`config.mk`:
```
export PLATFORM = sky130hd
export DESIGN_NAME = xsd_duration_to_seconds_flat
export DESIGN_NICKNAME = d
export VERILOG_FILES = /design/src/rtl/xsd_dur_pkg.sv /design/src/rtl/xsd_dur_if.sv /design/src/rtl/xsd_duration_to_seconds.sv /design/src/flat_wrapper.sv
export SDC_FILE = /design/constraint.sdc
export NUM_CORES = 2
export LEC_CHECK = 0
export BUFFER_PORTS_ARGS = -buffer_cell sky130_fd_sc_hd__buf_2
export CORE_MARGIN = 5
export CORE_UTILIZATION = 60
export CTS_CLUSTER_SIZE = 14
export DETAILED_ROUTE_END_ITERATION = 8
export PLACE_DENSITY = 0.82
export RECOVER_POWER = 50
export SYNTH_ARGS = -nofsm -noshare
export SYNTH_HDL_FRONTEND = slang
export SYNTH_SLANG_ARGS = --single-unit
```
`constraint.sdc`:
```
create_clock -name clk -period 7.56 [get_ports clk]
set_input_delay 0.378 -clock clk [delete_from_list [all_inputs] [get_ports clk]]
set_output_delay 0.378 -clock clk [all_outputs]
set_load 0.03 [all_outputs]
```
`src/rtl/xsd_dur_pkg.sv`:
```
package xsd_dur_pkg;

	// Field widths of the channels and the configuration register.
	localparam int unsigned TEXT_W   = 8;
	localparam int unsigned STATUS_W = 3;
	localparam int unsigned SEC_W    = 63;
	localparam int unsigned LEN_W    = 13;
	localparam int unsigned MULT_W   = 17;
	localparam int unsigned PROD_W   = SEC_W + MULT_W;

	localparam logic [LEN_W-1:0] MAX_LENGTH_RESET = 13'd256;

	// Seconds per component unit.
	localparam logic [MULT_W-1:0] MULT_DAY    = 17'd86400;
	localparam logic [MULT_W-1:0] MULT_HOUR   = 17'd3600;
	localparam logic [MULT_W-1:0] MULT_MINUTE = 17'd60;
	localparam logic [MULT_W-1:0] MULT_SECOND = 17'd1;

	// ASCII codes the grammar looks at.
	localparam logic [TEXT_W-1:0] CH_P     = 8'h50;
	localparam logic [TEXT_W-1:0] CH_T     = 8'h54;
	localparam logic [TEXT_W-1:0] CH_MINUS = 8'h2D;
	localparam logic [TEXT_W-1:0] CH_Y     = 8'h59;
	localparam logic [TEXT_W-1:0] CH_M     = 8'h4D;
	localparam logic [TEXT_W-1:0] CH_D     = 8'h44;
	localparam logic [TEXT_W-1:0] CH_H     = 8'h48;
	localparam logic [TEXT_W-1:0] CH_S     = 8'h53;
	localparam logic [TEXT_W-1:0] CH_DOT   = 8'h2E;
	localparam logic [TEXT_W-1:0] CH_ZERO  = 8'h30;
	localparam logic [TEXT_W-1:0] CH_NINE  = 8'h39;

	// Designator order inside the date part and inside the time part.
	localparam logic [1:0] STG_NONE   = 2'd0;
	localparam logic [1:0] STG_FIRST  = 2'd1;
	localparam logic [1:0] STG_SECOND = 2'd2;
	localparam logic [1:0] STG_THIRD  = 2'd3;

	typedef enum logic [STATUS_W-1:0] {
		STAT_FIXED     = 3'd0,
		STAT_PRESERVE  = 3'd1,
		STAT_MALFORMED = 3'd2,
		STAT_NEGATIVE  = 3'd3,
		STAT_OVERSIZED = 3'd4
	} status_t;

	typedef enum logic [1:0] {
		PH_EXPECT_P = 2'd0,
		PH_DATE     = 2'd1,
		PH_TIME     = 2'd2
	} phase_t;

	typedef enum logic [1:0] {
		ERR_NONE      = 2'd0,
		ERR_MALFORMED = 2'd1,
		ERR_NEGATIVE  = 2'd2
	} err_t;

	// Work handed from the parser to the accumulator for one beat.
	typedef struct packed {
		logic              commit;
		logic              comp_ovf;
		logic [PROD_W-1:0] prod;
		logic              last;
		status_t           status;
	} acc_op_t;

endpackage

```
`src/rtl/xsd_dur_if.sv`:
```
// Input channel: one text byte per beat.
interface xsd_dur_in_if;
	logic                              valid;
	logic                              ready;
	logic [xsd_dur_pkg::TEXT_W-1:0]    text_byte;
	logic                              is_last;

	modport source (output valid, output text_byte, output is_last, input ready);
	modport sink   (input valid, input text_byte, input is_last, output ready);
endinterface

// Output channel: one result per text.
interface xsd_dur_out_if;
	logic                              valid;
	logic                              ready;
	logic [xsd_dur_pkg::STATUS_W-1:0]  status;
	logic [xsd_dur_pkg::SEC_W-1:0]     seconds;

	modport source (output valid, output status, output seconds, input ready);
	modport sink   (input valid, input status, input seconds, output ready);
endinterface

```
`src/rtl/xsd_duration_to_seconds.sv`:
```
// Channel   Dir  Payload                 Beat
// in_ch     in   text_byte, is_last      one byte of duration text
// out_ch    out  status, seconds         one result after the last byte
// cfg       in   cfg_wr_data (13 bits)   max_length write when cfg_wr_en
//
// One byte is taken every cycle while in_ch.ready is high. The parser updates
// its state in the accept cycle and registers the component product; the
// accumulator adds it to the total, and the result register takes the result.
// Reset clears all text state and sets max_length to 256.
// Only a stalled result with a further last byte behind it holds the input.
module xsd_duration_to_seconds (
	input  logic                               clk,
	input  logic                               arst_n,
	input  logic                               cfg_wr_en,
	input  logic [xsd_dur_pkg::LEN_W-1:0]      cfg_wr_data,
	xsd_dur_in_if.sink                         in_ch,
	xsd_dur_out_if.source                      out_ch
);

	localparam int unsigned SEC_W  = xsd_dur_pkg::SEC_W;
	localparam int unsigned PROD_W = xsd_dur_pkg::PROD_W;
	localparam int unsigned LEN_W  = xsd_dur_pkg::LEN_W;

	// Configuration register.
	logic [LEN_W-1:0] max_length_q;

	// Parser state.
	logic [LEN_W-1:0]         byte_count_q, n_byte_count;
	logic                     too_long_q, n_too_long;
	xsd_dur_pkg::phase_t      phase_q, n_phase;
	logic [1:0]               prior_q, n_prior;
	logic                     dpend_q, n_dpend;
	logic                     frac_q, n_frac;
	logic                     frac_seen_q, n_frac_seen;
	logic [SEC_W-1:0]         comp_q, n_comp;
	logic                     comp_ovf_q, n_comp_ovf;
	logic                     comp_nz_q, n_comp_nz;
	logic                     preserve_q, n_preserve;
	logic                     date_seen_q, n_date_seen;
	logic                     time_seen_q, n_time_seen;
	xsd_dur_pkg::err_t        err_q, n_err;

	// Parser work signals.
	logic [xsd_dur_pkg::TEXT_W-1:0] c;
	logic                           is_digit;
	logic [3:0]                     digit;
	logic [SEC_W+3:0]               times_ten;
	logic                           ok;
	logic [1:0]                     stg;
	logic                           cmt;
	logic [xsd_dur_pkg::MULT_W-1:0] cmt_mult;
	logic                           bad_shape;
	xsd_dur_pkg::status_t           pre_status;

	// Handshake and pipeline.
	logic                   accept;
	logic                   s1_move;
	logic                   op_valid_s1;
	xsd_dur_pkg::acc_op_t   op_s1;

	// Accumulator and result register.
	logic [SEC_W-1:0]       total_q;
	logic                   tot_ovf_q;
	logic [SEC_W:0]         sum;
	logic                   add_ovf;
	logic [SEC_W-1:0]       n_total;
	logic                   n_tot_ovf;
	logic                   out_valid_q;
	xsd_dur_pkg::status_t   out_status_q;
	logic [SEC_W-1:0]       out_seconds_q;
	xsd_dur_pkg::status_t   fin_status;

	// The pipeline register moves unless it holds a last beat and the result
	// register is still full.
	assign s1_move     = op_valid_s1 && !(op_s1.last && out_valid_q && !out_ch.ready);
	assign in_ch.ready = !op_valid_s1 || s1_move;
	assign accept      = in_ch.valid && in_ch.ready;

	assign out_ch.valid   = out_valid_q;
	assign out_ch.status  = out_status_q;
	assign out_ch.seconds = out_seconds_q;

	// Configuration write.
	always_ff @(posedge clk or negedge arst_n) begin
		if (!arst_n) begin
			max_length_q <= xsd_dur_pkg::MAX_LENGTH_RESET;
		end else if (cfg_wr_en) begin
			max_length_q <= cfg_wr_data;
		end
	end

	// Byte decode and the next decimal step of the component.
	assign c         = in_ch.text_byte;
	assign is_digit  = (c >= xsd_dur_pkg::CH_ZERO) && (c <= xsd_dur_pkg::CH_NINE);
	assign digit     = c[3:0];
	assign times_ten = ({4'b0, comp_q} << 3) + ({4'b0, comp_q} << 1)
	                   + {{SEC_W{1'b0}}, digit};

	// Grammar: next parser state for the current byte.
	always_comb begin
		n_byte_count = byte_count_q;
		n_too_long   = too_long_q;
		n_phase      = phase_q;
		n_prior      = prior_q;
		n_dpend      = dpend_q;
		n_frac       = frac_q;
		n_frac_seen  = frac_seen_q;
		n_comp       = comp_q;
		n_comp_ovf   = comp_ovf_q;
		n_comp_nz    = comp_nz_q;
		n_preserve   = preserve_q;
		n_date_seen  = date_seen_q;
		n_time_seen  = time_seen_q;
		n_err        = err_q;
		ok           = 1'b1;
		stg          = xsd_dur_pkg::STG_NONE;
		cmt          = 1'b0;
		cmt_mult     = xsd_dur_pkg::MULT_SECOND;

		if (byte_count_q >= max_length_q) begin
			n_too_long = 1'b1;
		end else begin
			n_byte_count = byte_count_q + 1'b1;
		end

		if (err_q == xsd_dur_pkg::ERR_NONE) begin
			case (phase_q)
				xsd_dur_pkg::PH_EXPECT_P: begin
					if (c == xsd_dur_pkg::CH_MINUS) begin
						n_err = xsd_dur_pkg::ERR_NEGATIVE;
					end else if (c != xsd_dur_pkg::CH_P) begin
						n_err = xsd_dur_pkg::ERR_MALFORMED;
					end else begin
						n_phase = xsd_dur_pkg::PH_DATE;
					end
				end
				xsd_dur_pkg::PH_DATE: begin
					if (is_digit) begin
						n_dpend = 1'b1;
					end else if (!dpend_q) begin
						if (c == xsd_dur_pkg::CH_T) begin
							n_phase = xsd_dur_pkg::PH_TIME;
							n_prior = xsd_dur_pkg::STG_NONE;
						end else begin
							ok = 1'b0;
						end
					end else if (c == xsd_dur_pkg::CH_Y || c == xsd_dur_pkg::CH_M ||
					             c == xsd_dur_pkg::CH_D) begin
						if (c == xsd_dur_pkg::CH_Y) begin
							stg = xsd_dur_pkg::STG_FIRST;
						end else if (c == xsd_dur_pkg::CH_M) begin
							stg = xsd_dur_pkg::STG_SECOND;
						end else begin
							stg = xsd_dur_pkg::STG_THIRD;
						end
						if (stg <= prior_q) begin
							ok = 1'b0;
						end else begin
							n_prior = stg;
						end
						if (c == xsd_dur_pkg::CH_D) begin
							cmt      = 1'b1;
							cmt_mult = xsd_dur_pkg::MULT_DAY;
						end else if (comp_nz_q) begin
							n_preserve = 1'b1;
						end
						n_date_seen = 1'b1;
						n_dpend     = 1'b0;
						n_comp      = '0;
						n_comp_ovf  = 1'b0;
						n_comp_nz   = 1'b0;
					end else begin
						ok = 1'b0;
					end
				end
				xsd_dur_pkg::PH_TIME: begin
					if (frac_q) begin
						if (is_digit) begin
							n_frac_seen = 1'b1;
							if (c != xsd_dur_pkg::CH_ZERO) begin
								n_preserve = 1'b1;
							end
						end else if (c == xsd_dur_pkg::CH_S && frac_seen_q) begin
							n_frac      = 1'b0;
							n_frac_seen = 1'b0;
							n_prior     = xsd_dur_pkg::STG_THIRD;
							n_time_seen = 1'b1;
						end else begin
							ok = 1'b0;
						end
					end else if (is_digit) begin
						n_dpend = 1'b1;
					end else if (!dpend_q) begin
						ok = 1'b0;
					end else if (c == xsd_dur_pkg::CH_DOT) begin
						if (prior_q >= xsd_dur_pkg::STG_THIRD) begin
							ok = 1'b0;
						end else begin
							cmt         = 1'b1;
							cmt_mult    = xsd_dur_pkg::MULT_SECOND;
							n_dpend     = 1'b0;
							n_comp      = '0;
							n_comp_ovf  = 1'b0;
							n_comp_nz   = 1'b0;
							n_frac      = 1'b1;
							n_frac_seen = 1'b0;
						end
					end else if (c == xsd_dur_pkg::CH_H || c == xsd_dur_pkg::CH_M ||
					             c == xsd_dur_pkg::CH_S) begin
						if (c == xsd_dur_pkg::CH_H) begin
							stg      = xsd_dur_pkg::STG_FIRST;
							cmt_mult = xsd_dur_pkg::MULT_HOUR;
						end else if (c == xsd_dur_pkg::CH_M) begin
							stg      = xsd_dur_pkg::STG_SECOND;
							cmt_mult = xsd_dur_pkg::MULT_MINUTE;
						end else begin
							stg      = xsd_dur_pkg::STG_THIRD;
							cmt_mult = xsd_dur_pkg::MULT_SECOND;
						end
						if (stg <= prior_q) begin
							ok = 1'b0;
						end else begin
							n_prior = stg;
						end
						cmt         = 1'b1;
						n_time_seen = 1'b1;
						n_dpend     = 1'b0;
						n_comp      = '0;
						n_comp_ovf  = 1'b0;
						n_comp_nz   = 1'b0;
					end else begin
						ok = 1'b0;
					end
				end
				default: begin
					ok = 1'b0;
				end
			endcase

			// A digit outside a fraction extends the component.
			if (is_digit && phase_q != xsd_dur_pkg::PH_EXPECT_P && !frac_q) begin
				if (digit != 4'd0) begin
					n_comp_nz = 1'b1;
				end
				if (!comp_ovf_q) begin
					if (times_ten[SEC_W+3:SEC_W] != 4'd0) begin
						n_comp_ovf = 1'b1;
					end else begin
						n_comp = times_ten[SEC_W-1:0];
					end
				end
			end

			if (!ok) begin
				n_err = xsd_dur_pkg::ERR_MALFORMED;
			end
		end
	end

	// Status known at the last byte; a fixed result still awaits the total.
	always_comb begin
		bad_shape = (n_err == xsd_dur_pkg::ERR_MALFORMED)
		            || (n_phase != xsd_dur_pkg::PH_TIME && n_phase != xsd_dur_pkg::PH_DATE)
		            || n_dpend || n_frac
		            || (n_phase == xsd_dur_pkg::PH_TIME && !n_time_seen)
		            || (!n_date_seen && !n_time_seen);
		if (n_too_long) begin
			pre_status = xsd_dur_pkg::STAT_OVERSIZED;
		end else if (n_err == xsd_dur_pkg::ERR_NEGATIVE) begin
			pre_status = xsd_dur_pkg::STAT_NEGATIVE;
		end else if (bad_shape) begin
			pre_status = xsd_dur_pkg::STAT_MALFORMED;
		end else if (n_preserve) begin
			pre_status = xsd_dur_pkg::STAT_PRESERVE;
		end else begin
			pre_status = xsd_dur_pkg::STAT_FIXED;
		end
	end

	// Parser state registers; a last beat returns them to the start of a text.
	always_ff @(posedge clk or negedge arst_n) begin
		if (!arst_n) begin
			byte_count_q <= '0;
			too_long_q   <= 1'b0;
			phase_q      <= xsd_dur_pkg::PH_EXPECT_P;
			prior_q      <= xsd_dur_pkg::STG_NONE;
			dpend_q      <= 1'b0;
			frac_q       <= 1'b0;
			frac_seen_q  <= 1'b0;
			comp_q       <= '0;
			comp_ovf_q   <= 1'b0;
			comp_nz_q    <= 1'b0;
			preserve_q   <= 1'b0;
			date_seen_q  <= 1'b0;
			time_seen_q  <= 1'b0;
			err_q        <= xsd_dur_pkg::ERR_NONE;
		end else if (accept) begin
			if (in_ch.is_last) begin
				byte_count_q <= '0;
				too_long_q   <= 1'b0;
				phase_q      <= xsd_dur_pkg::PH_EXPECT_P;
				prior_q      <= xsd_dur_pkg::STG_NONE;
				dpend_q      <= 1'b0;
				frac_q       <= 1'b0;
				frac_seen_q  <= 1'b0;
				comp_q       <= '0;
				comp_ovf_q   <= 1'b0;
				comp_nz_q    <= 1'b0;
				preserve_q   <= 1'b0;
				date_seen_q  <= 1'b0;
				time_seen_q  <= 1'b0;
				err_q        <= xsd_dur_pkg::ERR_NONE;
			end else begin
				byte_count_q <= n_byte_count;
				too_long_q   <= n_too_long;
				phase_q      <= n_phase;
				prior_q      <= n_prior;
				dpend_q      <= n_dpend;
				frac_q       <= n_frac;
				frac_seen_q  <= n_frac_seen;
				comp_q       <= n_comp;
				comp_ovf_q   <= n_comp_ovf;
				comp_nz_q    <= n_comp_nz;
				preserve_q   <= n_preserve;
				date_seen_q  <= n_date_seen;
				time_seen_q  <= n_time_seen;
				err_q        <= n_err;
			end
		end
	end

	// Pipeline register: component product and result class for the beat.
	always_ff @(posedge clk or negedge arst_n) begin
		if (!arst_n) begin
			op_valid_s1 <= 1'b0;
		end else if (accept) begin
			op_valid_s1 <= 1'b1;
		end else if (s1_move) begin
			op_valid_s1 <= 1'b0;
		end
	end

	always_ff @(posedge clk) begin
		if (accept) begin
			op_s1.commit   <= cmt && (err_q == xsd_dur_pkg::ERR_NONE);
			op_s1.comp_ovf <= comp_ovf_q;
			op_s1.prod     <= PROD_W'(comp_q) * PROD_W'(cmt_mult);
			op_s1.last     <= in_ch.is_last;
			op_s1.status   <= pre_status;
		end
	end

	// Add of the product into the running total; an overflow sets a sticky flag.
	always_comb begin
		sum       = {1'b0, total_q} + {1'b0, op_s1.prod[SEC_W-1:0]};
		add_ovf   = op_s1.comp_ovf || (op_s1.prod[PROD_W-1:SEC_W] != '0) || sum[SEC_W];
		n_total   = total_q;
		n_tot_ovf = tot_ovf_q;
		if (op_s1.commit && !tot_ovf_q) begin
			if (add_ovf) begin
				n_tot_ovf = 1'b1;
			end else begin
				n_total = sum[SEC_W-1:0];
			end
		end
		if (op_s1.status == xsd_dur_pkg::STAT_FIXED && n_tot_ovf) begin
			fin_status = xsd_dur_pkg::STAT_OVERSIZED;
		end else begin
			fin_status = op_s1.status;
		end
	end

	// Accumulator registers, cleared after the last beat of a text.
	always_ff @(posedge clk or negedge arst_n) begin
		if (!arst_n) begin
			total_q   <= '0;
			tot_ovf_q <= 1'b0;
		end else if (s1_move) begin
			if (op_s1.last) begin
				total_q   <= '0;
				tot_ovf_q <= 1'b0;
			end else begin
				total_q   <= n_total;
				tot_ovf_q <= n_tot_ovf;
			end
		end
	end

	// Result register.
	always_ff @(posedge clk or negedge arst_n) begin
		if (!arst_n) begin
			out_valid_q <= 1'b0;
		end else if (s1_move && op_s1.last) begin
			out_valid_q <= 1'b1;
		end else if (out_ch.ready) begin
			out_valid_q <= 1'b0;
		end
	end

	always_ff @(posedge clk) begin
		if (s1_move && op_s1.last) begin
			out_status_q  <= fin_status;
			out_seconds_q <= (fin_status == xsd_dur_pkg::STAT_FIXED) ? n_total : '0;
		end
	end

endmodule
```
`src/flat_wrapper.sv`:
```
// flat-port wrapper written by rule: the top's interface ports become plain ports
module xsd_duration_to_seconds_flat 
  (clk, arst_n, cfg_wr_en, cfg_wr_data, in_ch_valid, in_ch_text_byte, in_ch_is_last, in_ch_ready, out_ch_valid, out_ch_status, out_ch_seconds, out_ch_ready);
  xsd_dur_in_if in_ch_i ();
  xsd_dur_out_if out_ch_i ();
  input  logic clk;
  input  logic arst_n;
  input  logic cfg_wr_en;
  input  logic [xsd_dur_pkg::LEN_W-1:0] cfg_wr_data;
  input wire logic [$bits(in_ch_i.valid)-1:0] in_ch_valid;
  input wire logic [$bits(in_ch_i.text_byte)-1:0] in_ch_text_byte;
  input wire logic [$bits(in_ch_i.is_last)-1:0] in_ch_is_last;
  output wire logic [$bits(in_ch_i.ready)-1:0] in_ch_ready;
  output wire logic [$bits(out_ch_i.valid)-1:0] out_ch_valid;
  output wire logic [$bits(out_ch_i.status)-1:0] out_ch_status;
  output wire logic [$bits(out_ch_i.seconds)-1:0] out_ch_seconds;
  input wire logic [$bits(out_ch_i.ready)-1:0] out_ch_ready;
  assign in_ch_i.valid = in_ch_valid;
  assign in_ch_i.text_byte = in_ch_text_byte;
  assign in_ch_i.is_last = in_ch_is_last;
  assign in_ch_ready = in_ch_i.ready;
  assign out_ch_valid = out_ch_i.valid;
  assign out_ch_status = out_ch_i.status;
  assign out_ch_seconds = out_ch_i.seconds;
  assign out_ch_i.ready = out_ch_ready;
  xsd_duration_to_seconds u_core (.clk(clk), .arst_n(arst_n), .cfg_wr_en(cfg_wr_en), .cfg_wr_data(cfg_wr_data), .in_ch(in_ch_i), .out_ch(out_ch_i));
endmodule
```
==> reports/qor.txt <==
post-synthesis cell area: 48650 um^2
MaxCap Viol Count: 4
drt drc: 0
gp weighted congestion: 0.9768
fin. max-slew vios: 211
Num CTS Buffers: 35
DP HPWL: 109.6 mm
setup_tns: -3.287 ns
crit path time final: 8.059 ns
worst hold path type: input port to flop
Netlist cell types: 89
worst setup path category: flop to flop
crit path max fanout: 12
largest buffer count on any clock path: 3
row cnt: 104
Layout Utilization: 0.7053
most frequent cells in the layout: inv_1, fa_1, ha_1, buf_4, nand2_1
Tcrit/Tclk final: 1.066
first-pass GRT wire length: 224.8 mm
FILL cells: 5559
WP data arrival: 8.50 ns
average via count per standard cell: 6.075
Final #Nets: 7049
P&R area growth vs syn: 16.58%
GRT Residual Overflow: 0
Routed Antenna Nets: 0
initial antenna violation count: 1
VDD IR max: 125.3 uV
fraction of layout cells with a size suffix above 1: 0.1647
DR vias: 42010
commonest non-fill, non-tap cell in the layout: inv_1
leakage: 28.93 nW
clk sinks: 322
# setup viols final: 20
Worst-Skew Late Latency: 0.58 ns
Die ar.: 86880 um^2
Fmax: 0.1241 GHz
Routed WL per cell: 21.48 um
Initial Util: 0.6050
PwrDens: 85.98 nW/um^2
# H-tree levels: 2
Slowest-stage cell, CP: fa_2
Cell Count, Final, Fillers Out: 6915
# port buffers: 94
placed inst area: 53520 um^2
Synth async-reset ratio: 0.5280
number of flops mapped to enable cells by yosys: 152
hold_ws: 0.02959 ns
#FFs+latches synth: 322
RSZ-0062 raised after global routing: true
I/O pin count: 95
placed cells: 6763
Mapped Cells: 5367
final hold viol count: 0
status: complete, but fails checks
overall routing resource usage: 0.3212
Reg clk slew, reported paths: 0.06 ns
Synth Warn #: 0
DR pass1 iterations: 7
vias in the first global route: 42470
Setup Skew: 0.03651 ns
Critical Path End Type: flop
failing checks: capacitance limit, slew limit, setup timing
die width: 294.8 um
Required @ worst endpoint: 8.00 ns
largest cells by area after synthesis: fa_1, ha_1, edfxtp_1, dfrtp_1, inv_1
worst setup margin: -0.4994 ns
area leader, netlist: fa_1
reg2reg setup slack: -0.50 ns
sequential-to-total area share from yosys stat: 0.1813
Initial DRC Count: 4242
total wire length: 148.5 mm
Placement Setup Slack: -0.8472 ns
clk root buf: clkbuf_16
max_slew headroom: -1.430
DIE HEIGHT: 294.8 um
CP peak stage delay: 0.56 ns
pin count of the biggest net entering global routing: 68
final instance area: 56720 um^2
CTS tree: yes
Slew @ Worst Pin: 3.644 ns
Synth Area per Inst: 9.065 um^2
core area: 80420 um^2
Synth Flop Type: dfrtp_1
total power: 4.877 mW
Worst setup SP type: flop
top-area cell type share of the netlist area: 0.2531
## path summary, 6_finish.rpt
kind | from | end | cells after the start
worst max-delay path | u_core.phase_q[1] | u_core.op_s1[81] | 33
worst min-delay path | cfg_wr_data[3] | u_core.max_length_q[3] | 3
worst max register to register | u_core.phase_q[1] | u_core.op_s1[81] | 33
worst min register to register | u_core.op_s1[1] | u_core.out_ch.status[1] | 0
max in group asynchronous | arst_n | u_core.max_length_q[11] | 3
min in group asynchronous | arst_n | u_core.total_q[17] | 2
## synth_stat cells (12+ instances only)
cell and n:
clkbuf_1 223, nand3_1 47, a21o_1 186, o21ai_0 212
nor2_1 281, ha_1 581, a31oi_1 42, fa_1 615
edfxtp_1 152, nand2b_1 26, or3_1 12, nand4_1 58
inv_1 960, a211oi_1 15, xnor2_1 187, o21bai_1 38
nor2b_1 26, dfrtp_1 169, a21oi_1 309, xor2_1 81
and3_1 46, a21boi_0 23, nand2_1 437, o211ai_1 21
nor4_1 18, o21a_1 29, buf_1 21, a41oi_1 12
and2_1 180, o31ai_1 18, nor3_1 46, a31o_2 52
a22o_1 73, buf_2 17
## registers in the layout, summed over array words and instances (netlist names), 3 cells and up
register,count
u_core.out_ch.status,3
u_core.total_q,63
u_core.out_ch.seconds,63
u_core.op_s1,86
u_core.max_length_q,13
u_core.byte_count_q,13
u_core.comp_q,63
## worst max-delay path, delay by kind of cell (launching register included)
family | cells | cell delay (ns)
adders and majority gates | 8 | 3.37
buffers and inverters | 10 | 1.20
and+or+nand+nor | 6 | 1.27
AOI/OAI and AO/OA | 9 | 1.68
DFF | 1 | 0.40
## layout make-up
| cell class | count | area (um^2) | area share |
|---|---|---|---|
| clock inverters | 18 | 196.4 | 0.003463 |
| clock buffers | 46 | 927.1 | 0.01635 |
| inverters | 962 | 3613 | 0.06371 |
| repair buffers | 640 | 4987 | 0.08793 |
| multi-input cells | 3865 | 36850 | 0.6496 |
| well taps | 1060 | 1326 | 0.02338 |
| diodes | 2 | 5.005 | 0.00008824 |
| flip-flops and latches | 322 | 8820 | 0.1555 |
## per-layer routing
metal	up-vias	part of all wire	track usage
met4	2	0.060	0.1366
met2	2403	0.46	0.5182
met1	20430	0.38	0.4221
li1	18570	-	-
met5	-	0.00012	0
met3	603	0.10	0.07053
## timing repair
action / in CTS / in global routing
resized for setup: 146 / 192
gates cloned: 4 / 3
endpoints found under the setup margin: 31 / 30
setup buffers: 41 / 42
pin swaps: 81 / 134
endpoints found under the hold margin: 48 / 0
hold buffers: 3 / 0
## cell families after synthesis
family | synth area share
muxes | 0.001492
xor gates and xnor gates | 0.04824
adders and majority gates | 0.4025
AOI/OAI and AO/OA | 0.1524
and+or+nand+nor | 0.1185
other | 0.00007708
buffers and inverters | 0.09556
DFF | 0.1813
## where the power goes
part / leakage, nW / total, mW / switching (mW) / internal [mW]
registers: 3.80 / 2.04 / 0.0935 / 1.94
clock network: 0.527 / 1.75 / 0.794 / 0.952
logic: 24.6 / 1.09 / 0.684 / 0.409
Note: power is estimated with default switching activity, not from simulation.
